`config.mk`:
```
export PLATFORM = sky130hd
export DESIGN_NAME = prev_encoding_stream_unit
export DESIGN_NICKNAME = d
export VERILOG_FILES = /design/src/sv/pes_pkg.sv /design/src/sv/pes_lpos_ram.sv /design/src/sv/pes_encode_core.sv /design/src/sv/prev_encoding_stream_unit.sv
export VERILOG_INCLUDE_DIRS = /design/src /design/src/sv
export SDC_FILE = /design/constraint.sdc
export NUM_CORES = 2
export LEC_CHECK = 0
export BUFFER_PORTS_ARGS = -buffer_cell sky130_fd_sc_hd__buf_2
export CORE_ASPECT_RATIO = 1.2
export CORE_UTILIZATION = 30
export CTS_CLUSTER_DIAMETER = 40
export CTS_CLUSTER_SIZE = 14
export DETAILED_ROUTE_END_ITERATION = 6
export GPL_ROUTABILITY_DRIVEN = 1
export GPL_TIMING_DRIVEN = 0
export MAX_ROUTING_LAYER = met4
export PLACE_DENSITY = 0.41
export SYNTH_ARGS = -nofsm -noshare
export SYNTH_HDL_FRONTEND = slang
export SYNTH_HIERARCHICAL = 1
export SYNTH_SLANG_ARGS = --single-unit
```
`constraint.sdc`:
```
create_clock -name i_clk -period 11.1 [get_ports i_clk]
set_input_delay 2.22 -clock i_clk [delete_from_list [all_inputs] [get_ports i_clk]]
set_output_delay 2.22 -clock i_clk [all_outputs]
set_load 0.02 [all_outputs]
```
`src/sv/prev_encoding_stream_unit_macros.svh`:
```
// assertion macros shared by the prev encoding stream unit
`ifndef PREV_ENCODING_STREAM_UNIT_MACROS_SVH
`define PREV_ENCODING_STREAM_UNIT_MACROS_SVH

// condition that must hold at every clock edge out of reset
`define PES_ASSERT_ALWAYS(label, clk, rst_n, cond, msg) \
    label: assert property (@(posedge clk) disable iff (!rst_n) (cond)) else $error(msg);

// consequence that must hold in the cycle after the antecedent
`define PES_ASSERT_NEXT(label, clk, rst_n, ante, cons, msg) \
    label: assert property (@(posedge clk) disable iff (!rst_n) (ante) |=> (cons)) else $error(msg);

`endif

```
`src/sv/pes_pkg.sv`:
```
// package: constants, payload types and symbol folding table for the prev encoder
package pes_pkg;

    // string and alphabet limits
    localparam int MAX_LEN = 4096;
    localparam int SYMBOLS = 256;

    // internal widths follow from the limits
    localparam int SYM_W = $clog2(SYMBOLS);
    localparam int POS_W = $clog2(MAX_LEN);
    localparam int CNT_W = $clog2(MAX_LEN + 1);

    // fixed field widths of the result
    localparam int BYTE_W = 8;
    localparam int CODE_W = 12;
    localparam int LEN_W  = 13;
    localparam int KIND_W = 2;

    // string class codes
    localparam logic [KIND_W-1:0] KIND_ALL_ZERO      = 2'd0;
    localparam logic [KIND_W-1:0] KIND_PREFIX_LONGER = 2'd1;
    localparam logic [KIND_W-1:0] KIND_OTHER         = 2'd2;

    // input request
    typedef struct packed {
        logic [BYTE_W-1:0] symbol;
        logic              last_symbol;
    } t_in_item;

    // result
    typedef struct packed {
        logic [CODE_W-1:0] code;
        logic [CODE_W-1:0] position;
        logic              end_of_string;
        logic [LEN_W-1:0]  string_length;
        logic [LEN_W-1:0]  zero_prefix_len;
        logic [CODE_W-1:0] first_nonzero;
        logic [KIND_W-1:0] kind;
        logic              overflow;
    } t_out_item;

    // request as seen by the encode stage, last position already resolved
    typedef struct packed {
        logic [SYM_W-1:0] sym;
        logic             last;
        logic [POS_W-1:0] lpos;
    } t_enc_req;

    // write back to the last-position memory
    typedef struct packed {
        logic             en;
        logic [SYM_W-1:0] addr;
        logic [POS_W-1:0] data;
    } t_mem_wr;

    // byte value folded onto the alphabet, worked out at elaboration
    localparam int BYTE_VALUES = 2 ** BYTE_W;
    typedef logic [BYTE_VALUES-1:0][SYM_W-1:0] t_fold_tab;

    function automatic t_fold_tab make_fold_tab();
        t_fold_tab tab;
        for (int i = 0; i < BYTE_VALUES; i++) begin
            tab[i] = SYM_W'(i % SYMBOLS);
        end
        return tab;
    endfunction

    localparam t_fold_tab FOLD_TAB = make_fold_tab();

endpackage

```
`src/sv/pes_lpos_ram.sv`:
```
// generic single write, single read port ram with registered read data
module pes_lpos_ram #(
    parameter int DEPTH = 256,
    parameter int WIDTH = 12
) (
    input  logic                     i_clk,
    input  logic                     i_wr_en,
    input  logic [$clog2(DEPTH)-1:0] i_wr_addr,
    input  logic [WIDTH-1:0]         i_wr_data,
    input  logic                     i_rd_en,
    input  logic [$clog2(DEPTH)-1:0] i_rd_addr,
    output logic [WIDTH-1:0]         o_rd_data
);

    logic [WIDTH-1:0] r_mem [DEPTH];
    logic [WIDTH-1:0] r_rd_data;

    // write port
    always_ff @(posedge i_clk) begin
        if (i_wr_en) begin
            r_mem[i_wr_addr] <= i_wr_data;
        end
    end

    // read port, old data on a same-address collision
    always_ff @(posedge i_clk) begin
        if (i_rd_en) begin
            r_rd_data <= r_mem[i_rd_addr];
        end
    end

    assign o_rd_data = r_rd_data;

endmodule

```
`src/sv/pes_encode_core.sv`:
```
// encode stage: seen flags, string counters, code and summary generation
`include "prev_encoding_stream_unit_macros.svh"

module pes_encode_core (
    input  logic               i_clk,
    input  logic               i_rst_n,
    input  logic               i_fire,
    input  pes_pkg::t_enc_req  i_req,
    output pes_pkg::t_mem_wr   o_wr,
    output pes_pkg::t_out_item o_result
);
    import pes_pkg::*;

    logic [SYMBOLS-1:0] r_seen,       n_seen;
    logic [CNT_W-1:0]   r_pos_cnt,    n_pos_cnt;
    logic [CNT_W-1:0]   r_zero_cnt,   n_zero_cnt;
    logic               r_repeat,     n_repeat;
    logic [POS_W-1:0]   r_first,      n_first;
    logic               r_overflow,   n_overflow;

    logic               full;
    logic               hit;
    logic [POS_W-1:0]   pos;
    logic [POS_W-1:0]   diff;
    logic [CNT_W-1:0]   fnz_ext;

    // lookups on the current string state
    assign full = (r_pos_cnt == CNT_W'(MAX_LEN));
    assign pos  = r_pos_cnt[POS_W-1:0];
    assign hit  = r_seen[i_req.sym];
    assign diff = pos - i_req.lpos;

    // next state, write back and result
    always_comb begin
        n_seen     = r_seen;
        n_pos_cnt  = r_pos_cnt;
        n_zero_cnt = r_zero_cnt;
        n_repeat   = r_repeat;
        n_first    = r_first;
        n_overflow = r_overflow;
        o_wr       = '0;
        o_result   = '0;
        fnz_ext    = '0;
        if (i_fire) begin
            if (full) begin
                n_overflow = 1'b1;
            end else begin
                if (hit) begin
                    o_result.code = CODE_W'(diff);
                    if (!r_repeat) begin
                        n_repeat = 1'b1;
                        n_first  = diff;
                    end
                end else if (!r_repeat) begin
                    n_zero_cnt = r_zero_cnt + CNT_W'(1);
                end
                n_seen[i_req.sym] = 1'b1;
                n_pos_cnt         = r_pos_cnt + CNT_W'(1);
                o_wr.en           = 1'b1;
                o_wr.addr         = i_req.sym;
                o_wr.data         = pos;
                o_result.position = CODE_W'(pos);
            end
            o_result.overflow = n_overflow;

            // summary on the final byte, then a fresh string
            if (i_req.last) begin
                fnz_ext                  = CNT_W'(n_first);
                o_result.end_of_string   = 1'b1;
                o_result.string_length   = LEN_W'(n_pos_cnt);
                o_result.zero_prefix_len = LEN_W'(n_zero_cnt);
                o_result.first_nonzero   = CODE_W'(n_first);
                priority if (n_zero_cnt == n_pos_cnt) begin
                    o_result.kind = KIND_ALL_ZERO;
                end else if (n_zero_cnt > fnz_ext) begin
                    o_result.kind = KIND_PREFIX_LONGER;
                end else begin
                    o_result.kind = KIND_OTHER;
                end
                n_seen     = '0;
                n_pos_cnt  = '0;
                n_zero_cnt = '0;
                n_repeat   = 1'b0;
                n_first    = '0;
                n_overflow = 1'b0;
            end
        end
    end

    // state registers
    always_ff @(posedge i_clk) begin
        if (!i_rst_n) begin
            r_seen     <= '0;
            r_pos_cnt  <= '0;
            r_zero_cnt <= '0;
            r_repeat   <= 1'b0;
            r_first    <= '0;
            r_overflow <= 1'b0;
        end else begin
            r_seen     <= n_seen;
            r_pos_cnt  <= n_pos_cnt;
            r_zero_cnt <= n_zero_cnt;
            r_repeat   <= n_repeat;
            r_first    <= n_first;
            r_overflow <= n_overflow;
        end
    end

    // counter and first code consistency
    `PES_ASSERT_ALWAYS(a_pos_in_range, i_clk, i_rst_n, r_pos_cnt <= CNT_W'(MAX_LEN), "position count beyond limit")
    `PES_ASSERT_ALWAYS(a_zero_le_pos, i_clk, i_rst_n, r_zero_cnt <= r_pos_cnt, "zero prefix longer than string")
    `PES_ASSERT_ALWAYS(a_first_needs_repeat, i_clk, i_rst_n, r_repeat || (r_first == '0), "first code set without a repeat")

endmodule

```
`src/sv/prev_encoding_stream_unit.sv`:
```
// top level: request stage with memory read and forwarding, encode stage, output register
//
// Streaming prev encoder. Each request carries one byte and a last flag; each
// byte yields one result: 0 on its first occurrence in the string, otherwise
// the distance back to its most recent occurrence, with its position.
// The result for the last byte also carries the string length, zero prefix
// length, first nonzero code and class, after which a new string starts.
// Bytes beyond MAX_LEN are not encoded; they return code 0 and set overflow.
// An accepted request waits in the encode stage register, then its result in
// the output register until taken. Throughput: one byte per cycle while
// results are taken; the last-position memory is read on accept and written
// when the byte leaves the encode stage, with a bypass for back to back equal
// bytes. The output register decouples the sides: a new request is taken
// while a result waits, and a stall holds the result and then the encode
// stage, at which point ready drops until the result is taken.
// Reset (synchronous, active low) empties the pipeline and clears the seen
// flags and counters at once; the memory itself needs no clearing.
`include "prev_encoding_stream_unit_macros.svh"

module prev_encoding_stream_unit (
    input  logic               i_clk,
    input  logic               i_rst_n,
    input  logic               i_in_valid,
    output logic               o_in_ready,
    input  pes_pkg::t_in_item  i_in_item,
    output logic               o_out_valid,
    input  logic               i_out_ready,
    output pes_pkg::t_out_item o_out_item
);
    import pes_pkg::*;

    logic             r_s1_valid;
    logic [SYM_W-1:0] r_s1_sym;
    logic             r_s1_last;
    logic             r_fwd;
    logic [POS_W-1:0] r_fwd_pos;
    logic             r_out_valid;
    t_out_item        r_out_item;

    logic             s1_go;
    logic             s1_fire;
    logic             in_acc;
    logic [SYM_W-1:0] in_sym;
    logic [POS_W-1:0] rd_data;
    t_enc_req         enc_req;
    t_mem_wr          wr;
    t_out_item        result;

    // handshake
    assign s1_go      = !r_out_valid || i_out_ready;
    assign s1_fire    = r_s1_valid && s1_go;
    assign o_in_ready = !r_s1_valid || s1_go;
    assign in_acc     = i_in_valid && o_in_ready;
    assign in_sym     = FOLD_TAB[i_in_item.symbol];

    // last-position memory
    pes_lpos_ram #(
        .DEPTH (SYMBOLS),
        .WIDTH (POS_W)
    ) u_lpos_ram (
        .i_clk     (i_clk),
        .i_wr_en   (wr.en),
        .i_wr_addr (wr.addr),
        .i_wr_data (wr.data),
        .i_rd_en   (in_acc),
        .i_rd_addr (in_sym),
        .o_rd_data (rd_data)
    );

    // bypass when the previous byte wrote the entry being read
    always_comb begin
        enc_req.sym  = r_s1_sym;
        enc_req.last = r_s1_last;
        enc_req.lpos = r_fwd ? r_fwd_pos : rd_data;
    end

    pes_encode_core u_encode_core (
        .i_clk    (i_clk),
        .i_rst_n  (i_rst_n),
        .i_fire   (s1_fire),
        .i_req    (enc_req),
        .o_wr     (wr),
        .o_result (result)
    );

    // encode stage control
    always_ff @(posedge i_clk) begin
        if (!i_rst_n) begin
            r_s1_valid <= 1'b0;
            r_fwd      <= 1'b0;
        end else if (in_acc) begin
            r_s1_valid <= 1'b1;
            r_fwd      <= wr.en && (wr.addr == in_sym);
        end else if (s1_fire) begin
            r_s1_valid <= 1'b0;
            r_fwd      <= 1'b0;
        end
    end

    // encode stage payload
    always_ff @(posedge i_clk) begin
        if (in_acc) begin
            r_s1_sym  <= in_sym;
            r_s1_last <= i_in_item.last_symbol;
            r_fwd_pos <= wr.data;
        end
    end

    // output register control
    always_ff @(posedge i_clk) begin
        if (!i_rst_n) begin
            r_out_valid <= 1'b0;
        end else if (s1_fire) begin
            r_out_valid <= 1'b1;
        end else if (i_out_ready) begin
            r_out_valid <= 1'b0;
        end
    end

    // output register payload
    always_ff @(posedge i_clk) begin
        if (s1_fire) begin
            r_out_item <= result;
        end
    end

    assign o_out_valid = r_out_valid;
    assign o_out_item  = r_out_item;

    // pipeline bookkeeping
    `PES_ASSERT_ALWAYS(a_fwd_needs_stage, i_clk, i_rst_n, !r_fwd || r_s1_valid, "bypass flag without a byte in the encode stage")
    `PES_ASSERT_NEXT(a_accept_fills_stage, i_clk, i_rst_n, in_acc, r_s1_valid, "accepted request missing from encode stage")
    `PES_ASSERT_NEXT(a_fire_fills_output, i_clk, i_rst_n, s1_fire, r_out_valid, "encoded byte missing from output register")

endmodule

```
=== Yosys cells after proc, flatten, opt, wreduce, memory -nomap -nowiden ===
Memories as Yosys holds them, arrays and structs flattened. A register that Yosys moved wholly into a read port is not among the register bits.
Index checks and enable logic that the tools add are counted.
Widths: inputs -> output; s select.

* Add/subtract/negate cells: 3
* Magnitude comparators: 4
* Equal/unequal tests: 4
* Mux-type cells: 38
* Bitwise gates (word level): 3
* Reduce and logical (&&, ||, !) cells: 15

{| class="wikitable"
|+ Operators with widths
! kind !! count
|-
| $mux 256 || 2
|-
| $or 256x256->256 || 1
|-
| $mux 13 || 8
|-
| $mux 12 || 6
|-
| $mux 21 || 2
|-
| $mux 41 || 1
|-
| $add 13x1->13 const B || 2
|-
| $lt 8x9->1 const B || 2
|-
| $mux 1 || 14
|-
| $eq 13x13->1 || 1
|-
| $eq 13x13->1 const B || 1
|-
| $gt 13x12->1 || 1
|-
| $sub 12x12->12 || 1
|-
| $bmux 1 s8 || 1
|-
| $demux 1 s8 || 1
|-
| $eq 8x8->1 || 1
|-
| $ge 8x1->1 const B || 1
|-
| $mux 8 || 1
|-
| $reduce_bool 2->1 || 3
|-
| $logic_and 1x1->1 || 4
|-
| $mux 2 || 2
|-
| $reduce_or 2->1 || 2
|-
| $reduce_and 3->1 || 1
|-
| $logic_not 1->1 || 2
|-
| 4 further kinds || 6
|}

* Register bits after elaboration: 386
* RAM bits: 3,072
* ROM bits: 2,048
* Input port bits: 13
* Output and inout port bits: 68
* Logic and storage cells: 89
* Memories: 2

{| class="wikitable"
|+ Memory list
! memory !! depth !! width !! rd ports !! clocked after Yosys merged registers in !! wr ports !! RTL line !! RTL
|-
| u_lpos_ram.r_mem || 256 || 12 || 1 || 1 || 1 || pes_lpos_ram.sv:15 || <nowiki>logic [WIDTH-1:0] r_mem [DEPTH];</nowiki>
|-
| (no name shown) || 256 || 8 || 1 || 0 || 0 || prev_encoding_stream_unit.sv:54 || <nowiki>assign in_sym = FOLD_TAB[i_in_item.symbol];</nowiki>
|}

=== Depth between registers and ports, before layout ===
* Depth in word-level cells: 10
* Gate-level depth with buffers: 26
* Mapped depth without buffers: 22

=== Cells and area by module ===
The synthesis kept the hierarchy.

{| class="wikitable"
|+ By module, submodules not included
! module !! times used !! cells an instance !! area an instance (µm²) !! seq. area each (µm²)
|-
| pes_lpos_ram || 1 || 5,506 || 118,752.6 || 92,608.8
|-
| pes_encode_core || 1 || 1,644 || 13,943.4 || 5,925.7
|-
| prev_encoding_stream_unit || 1 || 125 || 2,981.6 || 2,672.6
|}

=== Worst setup path before layout ===
No wires, ideal clock.

* Path type: input port to flip-flop
* Start point: input port i_out_ready
* End point: memory u_lpos_ram.r_mem[234][0] (enable)
* Library setup time: 380 ps
* Arrival time: 8,433 ps
* Data required time: 10,720 ps
* Setup slack: 2,287 ps
* Cell stages on the path: 10
* Path buffers: 4
* Path through: and2b_2 -> nor2b_1 -> inv_1 -> a31oi_1 -> clkbuf_1 -> clkbuf_1 -> buf_1 -> nand3_1 -> clkbuf_1 -> nor2_1

{| class="wikitable"
|+ RTL lines
! item !! RTL line !! RTL
|-
| start: declaration || prev_encoding_stream_unit.sv:27 || <nowiki>input logic i_out_ready,</nowiki>
|-
| end: declaration || pes_lpos_ram.sv:15 ||
|}

==> flow_summary.yaml <==
power:
  finalPower_uw: 31200
  p_int_uw: 23800
  seqPwrFrac_pct: 45.2
  share_comb_of_total_power_pct: 4.8
  clock_power_share_pct: 50.0
  peakVddDrop_mv: 0.160
  swShare_pct: 23.5
  power_density_nw_per_um2: 190
  power.switching_uw: 7340
  p_leak_uw: 0.0551
setup_path:
  cp_common_cell: "clkbuf_1"
  crit_chain: "buf_2, and2b_2, nor2b_4, buf_12, inv_1, a31oi_1, clkbuf_1, clkbuf_1, buf_1, nand3_1, clkbuf_2, buf_16, nor2_1"
  rr_startpoint: "r_s1_sym[0]"
  path_class: "primary input to flip-flop"
  worstSetupEndpointType: "flip-flop"
  critPathMaxFanout: 28
  cp_slowest_cell: "nor2_1"
  r2r_cells: 12
  rrSetupSlack_ns: 3.62
  arrival_ns: 8.78
  critical_path.endpoint: "u_lpos_ram/r_mem[233][11]"
  reg2reg_to: "u_lpos_ram/r_mem[233][11]"
  critPathLaunch: "i_out_ready"
  start_kind: "primary input"
  max_stage_delay_ns: 1.02
  cp.required_ns: 11.69
global_routing:
  overflow: 0
  grt_usage_pct: 24.6
  grt_pass1_vias: 77900
  grt_start_max_net_pins: 143
  grt_pass1_wl_mm: 730
  antenna_found_initial: 50
yosys:
  synth_top_area_share_pct: 70.2
  yosysUniqueCellTypes: 84
  syn_inst: 7275
  synth_xor_area_share_pct: 0.370
  syn_nets: 7316
  syn-cell-area_um2: 136000
  synth_top_cell_by_area: "edfxtp_1"
  synth-seq-area-share_pct: 74.6
  yosys.cell_count.top_type: "edfxtp_1"
  synth_compound_area_share_pct: 5.03
  yosys.area_share.simple_pct: 3.86
  ys.flop_type: "edfxtp_1"
  synth-adder-area-share_pct: 0.264
  async_reset_ff_share_pct: 0
  yosysWarnings: 6
  synth_mux_area_share_pct: 13.7
  synthTopCellsByArea: "edfxtp_1 70%, mux4_2 11%, dfxtp_1 4.4%, mux2i_1 2.1%, nor2_1 1.8%"
  synth.top_cells.by_count: "3,171 x edfxtp_1, 676 x mux4_2, 661 x nor2_1"
  synth_edf_count: 3171
  avgSynthCellArea_um2: 18.6
  synth_top_family_by_area: "multiplexers"
  ys_seq_elements: 3470
floorplan:
  die_w_um: 616
  core_um2: 450000
  placementRows: 270
  start_util_pct: 30.1
  fp.dieArea_um2: 455000
  ioPinCount: 81
  die_h_um: 739
drt:
  drt-pass1-iter-count: 7
  drc: 2
  postRouteAntennaNets: 0
  vias: 78900
  routed_wirelength_mm: 556
  wire_per_inst_um: 38.5
  vias_per_cell: 5.47
  drt-initial-drc-count: 10100
clocking:
  root_buffer: "clkbuf_16"
  post_cts_buffers: 0
  cts_made_buffers: 466
  cts.repair.resized: 0
  clk_pin_slew_ns: 0.05
  cts_tree: "yes"
  clkLatencyLatePin_ns: 1.06
  cts_hold_buf: 0
  clockBufferDepth: 4
  clkSinkCount: 3470
  h-tree-depth: 5
sta:
  fin_skew_ns: 0.0559
  period_share_pct: 73.8
  max_freq_ghz: 0.122
  min_period_ns: 8.19
  final.setup.tns_ns: 0
  rsz0062_at_grt: "no"
  worst_pin_slew_ns: 1.82
  final.setup.worst_slack_ns: 2.91
  setup-violations-final: 0
  slew_viol_final: 21
  finalHoldViolCount: 0
  slew_headroom_pct: -22.2
finish:
  area_growth_pct: 21.0
  nNetsFinal: 8062
  drive_above_1_share_pct: 26.8
  fin_util_pct: 36.4
  fin_cells: 14400
place:
  dp_slack_ns: 1.99
  dpl.hpwl_mm: 391
  dp_cells: 13500
  io_buffers: 80
  routabilityCongestion: 0.925
min_path:
  hold_class: "flip-flop to flip-flop"
outcome:
  outcome: "complete, but fails checks"
  violations: "design-rule violations, max-capacitance violations, max-slew violations"
flow_run:
  cap_violations: 8
[layout by cell type, fill, tap and decap left out, types with 55 or more instances in the layout]
| master | count |
|---|---|
| edfxtp_1 | 3171 |
| mux4_2 | 676 |
| clkbuf_16 | 472 |
| nor2_1 | 468 |
| a21oi_1 | 409 |
| dfxtp_1 | 299 |
| mux2i_1 | 282 |
| clkbuf_1 | 274 |
| a22oi_1 | 246 |
| nor2_2 | 194 |
| buf_2 | 168 |
| buf_8 | 136 |
| o22ai_1 | 104 |
| nand2_1 | 84 |
| clkinv_2 | 67 |
| inv_6 | 62 |
| bufinv_16 | 61 |
| nor3_1 | 58 |
| o21ai_0 | 57 |
| nand3_1 | 56 |
| buf_16 | 56 |
| nor2b_1 | 55 |
[area by class of cell]
cell class / instances / area [um^2]
plain buffers: 477 / 2900
clock buffers: 516 / 12000
clock inverters: 365 / 4240
repair buffers: 278 / 3970
fillers: 41900 / 286000
flip-flops and latches: 3470 / 101000
diodes: 14 / 35.0
well taps: 5984 / 7490
multi-input cells: 3283 / 32100
inverters: 45 / 169
[power by group through the flow]
stage | Sequential [uW] | Combinational [uW] | Clock (uW)
2_1_floorplan | 14400 | 669 | 0
3_3_place_gp | 14400 | 1450 | 0
3_5_place_dp | 14400 | 1470 | 0
4_1_cts | 14100 | 1470 | 15900
5_1_grt | 14100 | 1490 | 16300
6_report | 14100 | 1480 | 15600
[metal layers]
| layer | vias to the layer above | GRT usage [%] | routed length [um] |
|---|---|---|---|
| met5 | - | - | 0 |
| met2 | 3873 | 40.1 | 271000 |
| met4 | 0 | 11.5 | 31000 |
| met1 | 42900 | 30.1 | 215000 |
| li1 | 31200 | - | - |
| met3 | 957 | 3.94 | 38600 |
[worst min-delay path by stage]
stage / endpoint / cells after the start / start / slack, ns
2_1_floorplan: u_encode_core/r_seen[106] / 2 / u_encode_core/r_seen[106] / 0.43
3_3_place_gp: u_encode_core/r_seen[175] / 2 / u_encode_core/r_seen[175] / 0.44
3_5_place_dp: u_encode_core/r_seen[119] / 2 / u_encode_core/r_seen[119] / 0.45
4_1_cts: u_encode_core/r_seen[119] / 2 / u_encode_core/r_seen[119] / 0.47
5_1_grt: u_encode_core/r_seen[33] / 2 / u_encode_core/r_seen[33] / 0.49
6_report: u_encode_core/r_seen[70] / 2 / u_encode_core/r_seen[70] / 0.46
[sequential cells by signal (all words and copies together) (netlist names), 8 cells and up]
| signal | count |
|---|---|
| u_lpos_ram/r_mem | 3072 |
| u_encode_core/r_zero_cnt | 13 |
| u_encode_core/r_pos_cnt | 13 |
| o_out_item | 66 |
| u_encode_core/r_seen | 256 |
| u_lpos_ram/o_rd_data | 12 |
| r_s1_sym | 8 |
| r_fwd_pos | 12 |
| u_encode_core/r_first | 12 |
[worst max-delay path, delay by kind of cell]
family | cells | cell delay [ns]
AOI/OAI and AO/OA | 1 | 0.93
buffers and inverters | 8 | 3.13
and+or+nand+nor | 4 | 2.42
[kinds of logic (layout without fill, tap and decap cells)]
logic type | after synthesis | count (layout)
compound gates | 1056 | 1056
xor+xnor | 54 | 54
fa+ha+maj | 28 | 28
buf+inv | 522 | 1681
flops | 3470 | 3470
mux | 1008 | 1008
other cells | 0 | 14
simple gates | 1137 | 1137
[through the flow]
step	cell area [um^2]	hold WS (ns)
2_1_floorplan	136000	0.431
6_report	164000	0.462
3_3_place_gp	144000	0.442
3_5_place_dp	148000	0.452
4_1_cts	164000	0.466
5_1_grt	164000	0.488
Note: power is estimated with default switching activity, not from simulation.
